<file path="config.mk">
export PLATFORM = sky130hd
export DESIGN_NAME = bhs_mul
export DESIGN_NICKNAME = d
export VERILOG_FILES = /design/src/design/bessel_hermite_spline_interp_top_defines.svh /design/src/design/bhs_pkg.sv /design/src/design/bhs_mul.sv
export SDC_FILE = /design/constraint.sdc
export NUM_CORES = 1
export LEC_CHECK = 0
export BUFFER_PORTS_ARGS = -buffer_cell sky130_fd_sc_hd__buf_4
export CORE_MARGIN = 5
export CORE_UTILIZATION = 50
export CTS_BUF_LIST = sky130_fd_sc_hd__clkbuf_4
export DETAILED_ROUTE_END_ITERATION = 16
export GPL_TIMING_DRIVEN = 0
export PLACE_DENSITY = 0.68
export SLEW_MARGIN = 20
export SYNTH_ARGS = -nofsm -noshare
export SYNTH_HDL_FRONTEND = slang
export SYNTH_SLANG_ARGS = --single-unit
</file>
<file path="constraint.sdc">
create_clock -name clk -period 7.4 [get_ports clk]
set_input_delay 0.37 -clock clk [delete_from_list [all_inputs] [get_ports clk]]
set_output_delay 0.37 -clock clk [all_outputs]
set_load 0.02 [all_outputs]
</file>
<file path="src/design/bessel_hermite_spline_interp_top_defines.svh">
// Assertion macros for the spline interpolator top level.
`ifndef BESSEL_HERMITE_SPLINE_INTERP_TOP_DEFINES_SVH
`define BESSEL_HERMITE_SPLINE_INTERP_TOP_DEFINES_SVH
`ifndef SYNTHESIS
// Same-cycle implication, sampled on clk and disabled in reset.
`define BHS_ASSERT_IMP(lbl, ante, cons) \
  lbl: assert property (@(posedge clk) disable iff (rst) (ante) |-> (cons)) \
    else $error("bhs assertion failed");
// Next-cycle implication, sampled on clk and disabled in reset.
`define BHS_ASSERT_NXT(lbl, ante, cons) \
  lbl: assert property (@(posedge clk) disable iff (rst) (ante) |=> (cons)) \
    else $error("bhs assertion failed");
`else
`define BHS_ASSERT_IMP(lbl, ante, cons)
`define BHS_ASSERT_NXT(lbl, ante, cons)
`endif
`endif

</file>
<file path="src/design/bhs_pkg.sv">
// Package with widths, codes, state type and helpers of the spline interpolator.
package bhs_pkg;

  localparam int MAX_KNOTS = 16;
  localparam int IDX_W     = $clog2(MAX_KNOTS);
  localparam int CNT_W     = 5;
  localparam int X_W       = 18;
  localparam int Y_W       = 32;
  localparam int WORD_W    = X_W + Y_W;

  // Divider: numerator is sized for x << 32, denominator for a sum of two widths.
  localparam int NUM_W     = X_W + 32;
  localparam int DEN_W     = X_W + 1;
  localparam int DIV_STEPS = NUM_W / 2;
  localparam int DCNT_W    = $clog2(DIV_STEPS);

  // Datapath values and multiplier shape.
  localparam int VAL_W     = 58;
  localparam int MB_W      = 33;
  localparam int PROD_W    = VAL_W + MB_W;
  localparam int MUL_CHUNK = 8;
  localparam int MUL_STEPS = (MB_W + MUL_CHUNK - 1) / MUL_CHUNK;
  localparam int MUL_PAD_W = MUL_STEPS * MUL_CHUNK;
  localparam int MCNT_W    = $clog2(MUL_STEPS);
  localparam int FRAC_SH   = 32;
  localparam int LEN_SH    = 16;

  // Command codes.
  localparam logic OP_WRITE = 1'b0;
  localparam logic OP_QUERY = 1'b1;

  typedef enum logic [4:0] {
    ST_IDLE, ST_SCAN_RD, ST_SCAN_CMP, ST_FP_RD, ST_FN_RD, ST_FN_CAP,
    ST_OP_M, ST_OP_MP, ST_OP_W0, ST_OP_D0, ST_OP_MN, ST_OP_W1, ST_OP_D1,
    ST_OP_F, ST_OP_G0, ST_OP_G1, ST_OP_S, ST_OP_AB,
    ST_OP_R1, ST_OP_R2, ST_OP_R3, ST_DONE
  } state_t;

  // States that run the shared divider.
  function automatic logic is_div_state(state_t s);
    return (s == ST_OP_M) || (s == ST_OP_MP) || (s == ST_OP_W0) ||
           (s == ST_OP_MN) || (s == ST_OP_W1) || (s == ST_OP_S);
  endfunction

  // States that run the shared multiplier.
  function automatic logic is_mul_state(state_t s);
    return (s == ST_OP_D0) || (s == ST_OP_D1) || (s == ST_OP_G0) ||
           (s == ST_OP_G1) || (s == ST_OP_R1) || (s == ST_OP_R2) ||
           (s == ST_OP_R3);
  endfunction

endpackage

</file>
<file path="src/design/bhs_mul.sv">
// Unsigned multiplier, one 8-bit digit of the short operand per cycle.
module bhs_mul (
  input  logic                       clk,
  input  logic                       rst,
  input  logic                       start,
  input  logic [bhs_pkg::VAL_W-1:0]  a,
  input  logic [bhs_pkg::MB_W-1:0]   b,
  output logic                       done,
  output logic [bhs_pkg::PROD_W-1:0] prod
);
  import bhs_pkg::*;

  logic [VAL_W-1:0]     a_r;
  logic [MUL_PAD_W-1:0] bsh;
  logic [PROD_W-1:0]    acc;
  logic [MCNT_W-1:0]    cnt;
  logic                 busy;

  logic [MUL_CHUNK-1:0]       digit;
  logic [VAL_W+MUL_CHUNK-1:0] pp;
  logic [PROD_W-1:0]          acc_next;

  // Most significant digit first: acc = acc * 256 + a * digit.
  always_comb begin
    digit    = bsh[MUL_PAD_W-1 -: MUL_CHUNK];
    pp       = {{MUL_CHUNK{1'b0}}, a_r} * {{VAL_W{1'b0}}, digit};
    acc_next = {acc[PROD_W-MUL_CHUNK-1:0], {MUL_CHUNK{1'b0}}} +
               {{(PROD_W-VAL_W-MUL_CHUNK){1'b0}}, pp};
  end

  always_ff @(posedge clk) begin
    if (rst) begin
      busy <= 1'b0;
      done <= 1'b0;
      cnt  <= '0;
    end else begin
      done <= 1'b0;
      if (start) begin
        busy <= 1'b1;
        cnt  <= '0;
      end else if (busy) begin
        cnt <= cnt + 1'b1;
        if (cnt == MCNT_W'(MUL_STEPS - 1)) begin
          busy <= 1'b0;
          done <= 1'b1;
        end
      end
    end
  end

  always_ff @(posedge clk) begin
    if (start) begin
      a_r <= a;
      bsh <= {{(MUL_PAD_W-MB_W){1'b0}}, b};
      acc <= '0;
    end else if (busy) begin
      acc <= acc_next;
      bsh <= {bsh[MUL_PAD_W-MUL_CHUNK-1:0], {MUL_CHUNK{1'b0}}};
    end
  end

  assign prod = acc;

endmodule

</file>
==> run metrics <==
share of post-route cells with drive strength above 1=10.0%; TritonCTS clock tree=built; fillcell total=4,145; IO Port Bufs=185; Worst EP required=8.13 ns; Final Worst Setup Slack=0.233 ns; Final Power=0.00774 W; Max H-tree Level=4; GRT Residual Overflow=0; clk root buf=clkbuf_4; VDD IR-drop max=0.194 mV; cell row count=79; die area=51,400 µm²; most common cell after layout, fill and taps aside=inv_1; Core Region=46,500 µm²; Die Y=227 µm; RSZ-0062 raised after global routing=no; post-route ant nets=0; I/O pin total=186; critical path type=reg2reg; max cap viols=0; vias=18,862; CTS Buf Count=17; status=complete, no violations; vias per inst=5.55; Detailed Place HPWL=60.3 mm; Setup Skew=0.0535 ns; vias in the first global route=20,002; Yosys warnings=0; Hold Path Class=in2reg; Avg Inst Size Synth=9.46 µm²; ys flop type=dfxtp_1; number of synthesized flops with an enable pin=91; Crit path arrival time=7.89 ns; Post-CTS Setup Bufs=0; Slew Limit Fails=0; mapped cell area=23,500 µm²; FF/Latch Area=4790 µm²; Fin. Hold Viols=0; PD cells=288 nW/µm²; Seq/Total Area, Yosys=20.4%; final instance area=26,900 µm²; worst-margin pin slew=1.12 ns; Die X=227 µm; GPL Wtd Cong=0.976; async set-reset flop share out of synthesis=0%; Reg clk slew, reported paths=0.20 ns; Worst-Skew Late Latency=0.81 ns; part of the cycle the worst path needs=96.8%; Tot GR Track Use=30.1%; footprint of the multi-input gates=16,700 µm²; Yosys top cell by area=fa_1; minimum clock period=7.17 ns; Yosys top cell area share=33.5%; Worst setup EP type=flip-flop; CP max FO=10; Final setup violation count=0; Max Root-Sink Buffers=2; initial antenna violation count=4; Max Clock Freq=0.140 GHz; Initial DRT Pass Iterations=8; Place WS=-0.318 ns; routed length per instance=22.0 µm; detailed-route DRC error count=0; P_leak=12.8 nW; first-pass GRT wire length=117 mm; library cells used by synthesis=73; WL final=74.8 mm; largest net degree at the start of global routing=61; 1st-iter DRT viols=1,497; Syn Inst Count=2,482; Startpoint Class=flip-flop; P&R area growth vs syn=14.6%; nets=3,361; clock sink count=194; Slew headroom=25.5%; synthesized net count=3,065; top cells by area, synth=fa_1 (34%), edfxtp_1 (12%), and2_1 (8.8%), dfxtp_1 (8.8%), inv_1 (6.8%); commonest cells after routing, fill and taps aside=inv_1 (423), fa_1 (393), and2_1 (331); register bit total from synthesis=194; Placed Area=25,600 µm²; Starting Density=50.5%
## cell families after synthesis
| logic type | count (synthesis) | share of synthesized area, % |
|---|---|---|
| simple gates | 814 | 17.9 |
| buf+inv | 537 | 8.72 |
| fa+ha+maj | 489 | 38.6 |
| compound gates | 298 | 8.13 |
| flops | 194 | 20.4 |
| mux | 79 | 3.50 |
| xor+xnor | 71 | 2.65 |
## area by class of cell
cell class                      count  share of cell area [%]
Buffer                            113                    1.75
Antenna cell                        1                 0.00930
Clock inverter                     15                   0.712
Sequential cell                   194                    17.8
Timing Repair Buffer              277                    8.59
Clock buffer                       17                   0.474
Tap cell                          607                    2.82
Inverter                          424                    5.92
Multi-Input combinational cell   1751                    61.9
## final timing paths
path | start | to | slack [ns] | cells after the start
max reg2reg | bsh[32]$_DFFE_PP_ | prod[83]$_SDFFE_PP0P_ | 0.23 | 19
min reg2reg | prod[58]$_SDFFE_PP0P_ | prod[58]$_SDFFE_PP0P_ | 0.51 | 2
min | start | a_r[25]$_DFFE_PP_ | 0.19 | 1
max | bsh[32]$_DFFE_PP_ | prod[83]$_SDFFE_PP0P_ | 0.23 | 19
## stage by stage
stage / hold slack (ns) / util (%) / TNS, ns / std cells
after CTS: 0.128 / 57.9 / 0 / 3398
after global routing: 0.177 / 57.9 / 0 / 3399
after global placement: 0.475 / 55.1 / -0.954 / 3274
after detailed placement: 0.485 / 55.1 / -2.21 / 3274
after floorplan: 0.442 / - / 0 / 2482
final: 0.191 / 57.9 / 0 / 3399
## cell usage after synthesis (8+ instances only)
master and instances:
nand3_1 20, o211ai_1 10, or3_1 10, and3_1 12
dfxtp_1 103, ha_1 96, nand4_1 28, mux2i_1 54
edfxtp_1 91, fa_1 393, xnor2_1 47, buf_1 9
a21o_1 24, o21a_1 11, a31oi_1 12, o22ai_1 8
o21ai_0 60, inv_1 423, mux2_2 25, and2_1 331
nor3_1 20, o21ai_1 8, a211oi_1 10, clkbuf_1 94
nor2_1 119, o21bai_1 17, xor2_1 24, a21oi_1 90
nand2_1 237
## per-layer routing
metal  up-vias  global-route usage (%)  part of all wire (%)
met4         2                    9.82                   3.5
met1      9488                    39.8                    40
met3       139                    6.27                   8.7
met2       822                    50.1                    48
li1       8411                       -                     -
met5         -                       0                 0.017
## flip-flops by register name, indices dropped and copies added, names as in the netlist
name,count
a_r,58
bsh,40
busy,1
prod,91
cnt,3
done,1
## critical path, stage by stage, from the launching register on
cell and delay [ns]:
edfxtp_1 0.51, clkbuf_1 0.77, nand2_1 0.20, fa_1 0.53, fa_1 0.52, inv_1 0.06, fa_1 0.52, inv_1 0.05
fa_1 0.48, inv_1 0.04, ha_1 0.36, nand4_1 0.13, a31oi_1 0.45, a211o_1 0.41, a41oi_2 0.39, o21a_1 0.41
o21ai_1 0.43, a31oi_1 0.25, and4b_1 0.22, or3_1 0.35
## report_power, final
part | internal, W | switching [W]
sequential | 0.00130 | 0.000214
combinational | 0.00208 | 0.00349
clock | 0.000190 | 0.000475
## repair_timing
item / CTS / global route
resized for setup: 10 / 11
hold buffers: 92 / 0
gates cloned: 0 / 0
endpoints found under the hold margin: 96 / 0
endpoints found under the setup margin: 21 / 16
No activity file was read; power rests on OpenSTA's default activity.
