### src/design/bessel_hermite_spline_interp_top_defines.svh
// Assertion macros for the spline interpolator top level.
`ifndef BESSEL_HERMITE_SPLINE_INTERP_TOP_DEFINES_SVH
`define BESSEL_HERMITE_SPLINE_INTERP_TOP_DEFINES_SVH
`ifndef SYNTHESIS
// Same-cycle implication, sampled on clk and disabled in reset.
`define BHS_ASSERT_IMP(lbl, ante, cons) \
  lbl: assert property (@(posedge clk) disable iff (rst) (ante) |-> (cons)) \
    else $error("bhs assertion failed");
// Next-cycle implication, sampled on clk and disabled in reset.
`define BHS_ASSERT_NXT(lbl, ante, cons) \
  lbl: assert property (@(posedge clk) disable iff (rst) (ante) |=> (cons)) \
    else $error("bhs assertion failed");
`else
`define BHS_ASSERT_IMP(lbl, ante, cons)
`define BHS_ASSERT_NXT(lbl, ante, cons)
`endif
`endif

### src/design/bhs_pkg.sv
// Package with widths, codes, state type and helpers of the spline interpolator.
package bhs_pkg;

  localparam int MAX_KNOTS = 16;
  localparam int IDX_W     = $clog2(MAX_KNOTS);
  localparam int CNT_W     = 5;
  localparam int X_W       = 18;
  localparam int Y_W       = 32;
  localparam int WORD_W    = X_W + Y_W;

  // Divider: numerator is sized for x << 32, denominator for a sum of two widths.
  localparam int NUM_W     = X_W + 32;
  localparam int DEN_W     = X_W + 1;
  localparam int DIV_STEPS = NUM_W / 2;
  localparam int DCNT_W    = $clog2(DIV_STEPS);

  // Datapath values and multiplier shape.
  localparam int VAL_W     = 58;
  localparam int MB_W      = 33;
  localparam int PROD_W    = VAL_W + MB_W;
  localparam int MUL_CHUNK = 8;
  localparam int MUL_STEPS = (MB_W + MUL_CHUNK - 1) / MUL_CHUNK;
  localparam int MUL_PAD_W = MUL_STEPS * MUL_CHUNK;
  localparam int MCNT_W    = $clog2(MUL_STEPS);
  localparam int FRAC_SH   = 32;
  localparam int LEN_SH    = 16;

  // Command codes.
  localparam logic OP_WRITE = 1'b0;
  localparam logic OP_QUERY = 1'b1;

  typedef enum logic [4:0] {
    ST_IDLE, ST_SCAN_RD, ST_SCAN_CMP, ST_FP_RD, ST_FN_RD, ST_FN_CAP,
    ST_OP_M, ST_OP_MP, ST_OP_W0, ST_OP_D0, ST_OP_MN, ST_OP_W1, ST_OP_D1,
    ST_OP_F, ST_OP_G0, ST_OP_G1, ST_OP_S, ST_OP_AB,
    ST_OP_R1, ST_OP_R2, ST_OP_R3, ST_DONE
  } state_t;

  // States that run the shared divider.
  function automatic logic is_div_state(state_t s);
    return (s == ST_OP_M) || (s == ST_OP_MP) || (s == ST_OP_W0) ||
           (s == ST_OP_MN) || (s == ST_OP_W1) || (s == ST_OP_S);
  endfunction

  // States that run the shared multiplier.
  function automatic logic is_mul_state(state_t s);
    return (s == ST_OP_D0) || (s == ST_OP_D1) || (s == ST_OP_G0) ||
           (s == ST_OP_G1) || (s == ST_OP_R1) || (s == ST_OP_R2) ||
           (s == ST_OP_R3);
  endfunction

endpackage

### src/design/bhs_div.sv
// Unsigned restoring divider, two quotient bits per cycle.
module bhs_div (
  input  logic                       clk,
  input  logic                       rst,
  input  logic                       start,
  input  logic [bhs_pkg::NUM_W-1:0]  num,
  input  logic [bhs_pkg::DEN_W-1:0]  den,
  output logic                       done,
  output logic [bhs_pkg::NUM_W-1:0]  quo
);
  import bhs_pkg::*;

  logic [DEN_W-1:0]  rem;
  logic [DEN_W-1:0]  den_r;
  logic [NUM_W-1:0]  qsh;
  logic [DCNT_W-1:0] cnt;
  logic              busy;

  logic [DEN_W:0]    r1w, r2w, r1s, r2s;
  logic              ge1, ge2;

  // Two dependent compare-and-subtract steps.
  always_comb begin
    r1w = {rem, qsh[NUM_W-1]};
    ge1 = r1w >= {1'b0, den_r};
    r1s = ge1 ? r1w - {1'b0, den_r} : r1w;
    r2w = {r1s[DEN_W-1:0], qsh[NUM_W-2]};
    ge2 = r2w >= {1'b0, den_r};
    r2s = ge2 ? r2w - {1'b0, den_r} : r2w;
  end

  // Control: busy while the steps run, done pulses as the last step completes.
  always_ff @(posedge clk) begin
    if (rst) begin
      busy <= 1'b0;
      done <= 1'b0;
      cnt  <= '0;
    end else begin
      done <= 1'b0;
      if (start) begin
        busy <= 1'b1;
        cnt  <= '0;
      end else if (busy) begin
        cnt <= cnt + 1'b1;
        if (cnt == DCNT_W'(DIV_STEPS - 1)) begin
          busy <= 1'b0;
          done <= 1'b1;
        end
      end
    end
  end

  // Remainder and numerator/quotient shift register.
  always_ff @(posedge clk) begin
    if (start) begin
      rem   <= '0;
      den_r <= den;
      qsh   <= num;
    end else if (busy) begin
      rem <= r2s[DEN_W-1:0];
      qsh <= {qsh[NUM_W-3:0], ge1, ge2};
    end
  end

  assign quo = qsh;

endmodule

### config.mk
export PLATFORM = sky130hd
export DESIGN_NAME = bhs_div
export DESIGN_NICKNAME = d
export VERILOG_FILES = /design/src/design/bessel_hermite_spline_interp_top_defines.svh /design/src/design/bhs_pkg.sv /design/src/design/bhs_div.sv
export SDC_FILE = /design/constraint.sdc
export NUM_CORES = 1
export LEC_CHECK = 0
export BUFFER_PORTS_ARGS = -buffer_cell sky130_fd_sc_hd__buf_2
export CORE_UTILIZATION = 51
export DETAILED_ROUTE_END_ITERATION = 8
export PLACE_DENSITY = 0.76
export SKIP_LAST_GASP = 1
export SLEW_MARGIN = 20
export SYNTH_ARGS = -nofsm -noshare
export SYNTH_HDL_FRONTEND = slang
export SYNTH_SLANG_ARGS = --single-unit
### constraint.sdc
create_clock -name clk -period 5.2 [get_ports clk]
set_input_delay 1.04 -clock clk [delete_from_list [all_inputs] [get_ports clk]]
set_output_delay 1.04 -clock clk [all_outputs]
set_load 0.1 [all_outputs]
==> results by group <==
Synthesis
  • EDFF count, synth: 69
  • Syn avg cell area: 10.54 um^2
  • Seq/Total Area, Yosys: 0.4174
  • Synth Instances: 589
  • Post-synth ARST share: 0
  • Syn_nets: 703
  • Yosys warning count: 0
  • Synth Flop Type: edfxtp_1
  • Post-synth cell types: 68
  • Flops & latches, synth: 95
  • Post-synthesis instance area: 6211 um^2

Setup path
  • Most used cell along the critical path: o311a_1
  • CP peak stage delay: ~0.42 ns
  • R2r endpoint: rem[14]
  • Required @ worst endpoint: 5.44 ns
  • Critical Path End Type: flip-flop
  • CP Max Fanout: 9
  • WP buf/inv: 3
  • Startpoint Class: flip-flop
  • Flop2flop setup slack: 0.17 ns
  • Slowest stage cell on the critical path: edfxtp_1
  • Worst r2r src: quo[49]
  • WS Path Type: reg -> reg
  • CP cell instances: inv_1 -> ha_2 -> inv_2 -> fa_2 -> a211oi_4 -> o21ai_2 -> and4_4 -> o21a_1 -> nor2_4 -> o21ai_0 -> ha_1 -> a21oi_1 -> o21ai_1 -> a221o_1 -> a21o_1 -> o311a_1 -> a2111o_1 -> buf_4 -> o311a_1
  • Crit path DAT: 5.27 ns
  • CP Capture Point: rem[14]
  • Crit. Startpoint: quo[49]
  • Crit. path cell count: 19
  • Worst path top cell family by delay: compound AO/OA/AOI/OAI gates
  • Cell count of the worst reg-to-reg path: 19

CTS
  • CTS tree: built
  • CTS sink count: 95
  • CTS max path bufs: 2
  • H-tree depth: 3
  • Worst skew pair latency: roughly 0.35 ns
  • CTS Buf Count: 9
  • CTS Hold Bufs: 0
  • Clk slew on worst S/H paths: 0.07 ns
  • Root buf cell: clkbuf_16

Power
  • Max IR drop VDD: around 0.33 mV
  • Sw power: 1879 uW
  • Sw Share: 0.4610
  • Seq pwr share: 0.248
  • Leak Pwr: 0.003206 uW
  • PwrDens: 545.8 nW/um^2
  • Internal: around 2200 uW
  • Combinational group share of total power: 0.582
  • Clk pwr share: 0.170

Floorplan
  • Starting Density: 0.5326
  • # rows: 39
  • Top Ports: 123
  • Die area: 12620 um^2
  • Die width: 112.4 um
  • Core area: around 12000 um^2
  • Die Height: 112.4 um

Detailed routing
  • Final ANT Viol Nets: 0
  • DRT Pass-1 Iters: 5
  • Routed Wire Length: 16.41 mm
  • Initial DRC Count: 358
  • Via count: between 5000 and 6000
  • Drt wl/cell: 18.99 um
  • Residual DRC: 0
  • Vias/cell: 6.030

Final layout
  • Fraction of layout cells with a size suffix above 1: 0.3606
  • Nets: 830
  • Area occupied by multi-input gates: 3496 um^2
  • Post-layout instance area: 7467 um^2
  • Layout area overhead: 20.23%
  • Register Area: about 2600 um^2
  • FILL cells: 885
  • Diodes inserted: 0

Run status
  • Status: completed

STA
  • Max Fclk: 0.1989 GHz
  • Final Cycle Share: 0.9670
  • Final Slew Violations: 0
  • Hold slack: 0.5084 ns
  • Final hold violation count: 0
  • Max-slew headroom: 0.3159
  • Worst-Margin Slew: 1.025 ns
  • Clock skew: 0.009823 ns
  • Fin crit period: between 5 and 6 ns
  • Count of final setup violators: 0

Global route
  • Largest net degree at the start of global routing: 66
  • First-pass GRT wire length: around 26 mm
  • Grt total ovfl: 0
  • Vias in the first global route: 5247
  • Initial antenna violation count: 0
  • Tot GR Track Use: 0.2662

Placement
  • HPWL reported at the end of detailed placement: 12.28 mm
  • Placed Area: approximately 7000 um^2
  • I/O Buffers: between 100 and 150
  • Gp weighted congestion: 0.9661

Min path
  • Hold_sp: rem[3]
  • HP Class: reg -> reg

Flow run
  • Max-cap viol count: 0
==> flip-flops by register name, indices dropped and copies added, names as in the netlist <==
register  flops
busy          1
rem          19
done          1
cnt           5
quo          50
den_r        19
==> worst min-delay path: cells and delay by family, from the launching register on <==
| kind | cells | cell delay (ns) |
|---|---|---|
| flip-flops | 1 | 0.33 |
| AO/OA/AOI/OAI | 1 | 0.05 |
| AND/OR/NAND/NOR | 1 | 0.08 |
==> worst min-delay path by stage <==
stage	endpoint	slack (ns)	cells after the start
after floorplan	rem[10]	0.46	2
after global placement	cnt[4]	0.50	2
after detailed placement	rem[15]	0.50	2
after CTS	rem[3]	0.51	2
after global routing	rem[3]	0.55	2
final	rem[3]	0.51	2
==> area by class of cell <==
type | count | area share
multi-input combinational | 433 | 0.4682
tap | 143 | 0.02396
clock inverter | 6 | 0.01005
clock buffer | 10 | 0.03066
timing repair buffer | 139 | 0.1009
inverter | 38 | 0.01910
sequential | 95 | 0.3472
==> kinds of logic after synthesis <==
| logic type | count (synthesis) | synth area share |
|---|---|---|
| AO/OA/AOI/OAI | 133 | 0.1642 |
| XOR/XNOR | 27 | 0.03807 |
| adder cells (fa/ha/maj) | 42 | 0.08703 |
| buffers and inverters | 61 | 0.04130 |
| flip-flops | 95 | 0.4174 |
| multiplexers | 62 | 0.1118 |
| AND/OR/NAND/NOR | 169 | 0.1402 |
==> per-layer routing <==
| metal | GRT usage | vias up | wire length, um | share of wire |
|---|---|---|---|---|
| met5 | 0 | - | 0 | 0 |
| met4 | 0.1058 | 0 | 385 | 0.023 |
| met3 | 0.06695 | 41 | 1229 | 0.075 |
| met2 | 0.4547 | 235 | 8057 | 0.49 |
| met1 | 0.3227 | 2458 | 6736 | 0.41 |
| li1 | - | 2476 | - | - |
==> through the flow <==
step	instances	util	worst slack, ns	total power, uW	TNS (ns)
CTS	861	0.6317	0.008892	3966	0
global route	864	0.6403	-0.07360	4285	-0.2942
finish	864	0.6403	0.1715	4076	0
floorplan	589	-	-0.04980	2795	-0.04980
global placement	843	0.6037	0.1322	3198	0
detailed placement	843	0.6037	-0.05313	3242	-0.1317
==> cells in the mapped netlist, types with 5 or more instances <==
cell,number,share of area
nor4_1,5,0.0050
edfxtp_1,69,0.33
nor2_1,46,0.028
dfxtp_1,26,0.084
nor3_1,11,0.0089
nand2_2,7,0.0071
a21o_1,12,0.015
nor2b_1,9,0.0091
nand3_1,18,0.015
xnor2_1,15,0.021
ha_1,40,0.081
a311oi_2,7,0.017
clkbuf_1,12,0.0073
inv_1,38,0.023
xor2_1,12,0.017
o21a_1,7,0.0085
nand2_1,28,0.017
mux2_2,58,0.11
a21oi_1,28,0.023
o21ai_0,19,0.015
nand2b_1,9,0.0091
nand4_1,9,0.0091
a211oi_1,8,0.0097
o311a_1,5,0.0081
==> cells in the final DEF (no fill, tap or decap), drive strengths merged, types with 3 or more instances in the layout <==
cell / n
buf: 139
edfxtp: 69
mux2: 59
nor2: 46
inv: 41
ha: 40
nand2: 36
a21oi: 28
dfxtp: 26
o21ai: 23
nand3: 18
xnor2: 15
a21o: 12
xor2: 12
nor3: 12
clkbuf: 10
nand2b: 9
nand4: 9
nor2b: 9
a211oi: 9
a311oi: 9
o21a: 7
o311a: 5
and3: 5
nor4: 5
o21bai: 4
o31ai: 4
o31a: 4
or3: 4
a221o: 3
mux2i: 3
and4: 3
or2: 3
a31oi: 3
==> what timing repair did <==
| action | 4_1_cts | 5_1_grt |
|---|---|---|
| setup buffers | 2 | 3 |
| endpoints found under the setup margin | 5 | 20 |
| resized for setup | 3 | 11 |
| pin swaps | 1 | 4 |
==> power by group through the flow <==
| stage | clock (uW) | sequential, uW | combinational, uW |
|---|---|---|---|
| after global routing | 728 | 1020 | 2530 |
| after global placement | 0 | 1020 | 2180 |
| after CTS | 695 | 1010 | 2260 |
| final | 693 | 1010 | 2370 |
| after floorplan | 0 | 1350 | 1450 |
| after detailed placement | 0 | 1020 | 2220 |
No activity file was read; power rests on OpenSTA's default activity.
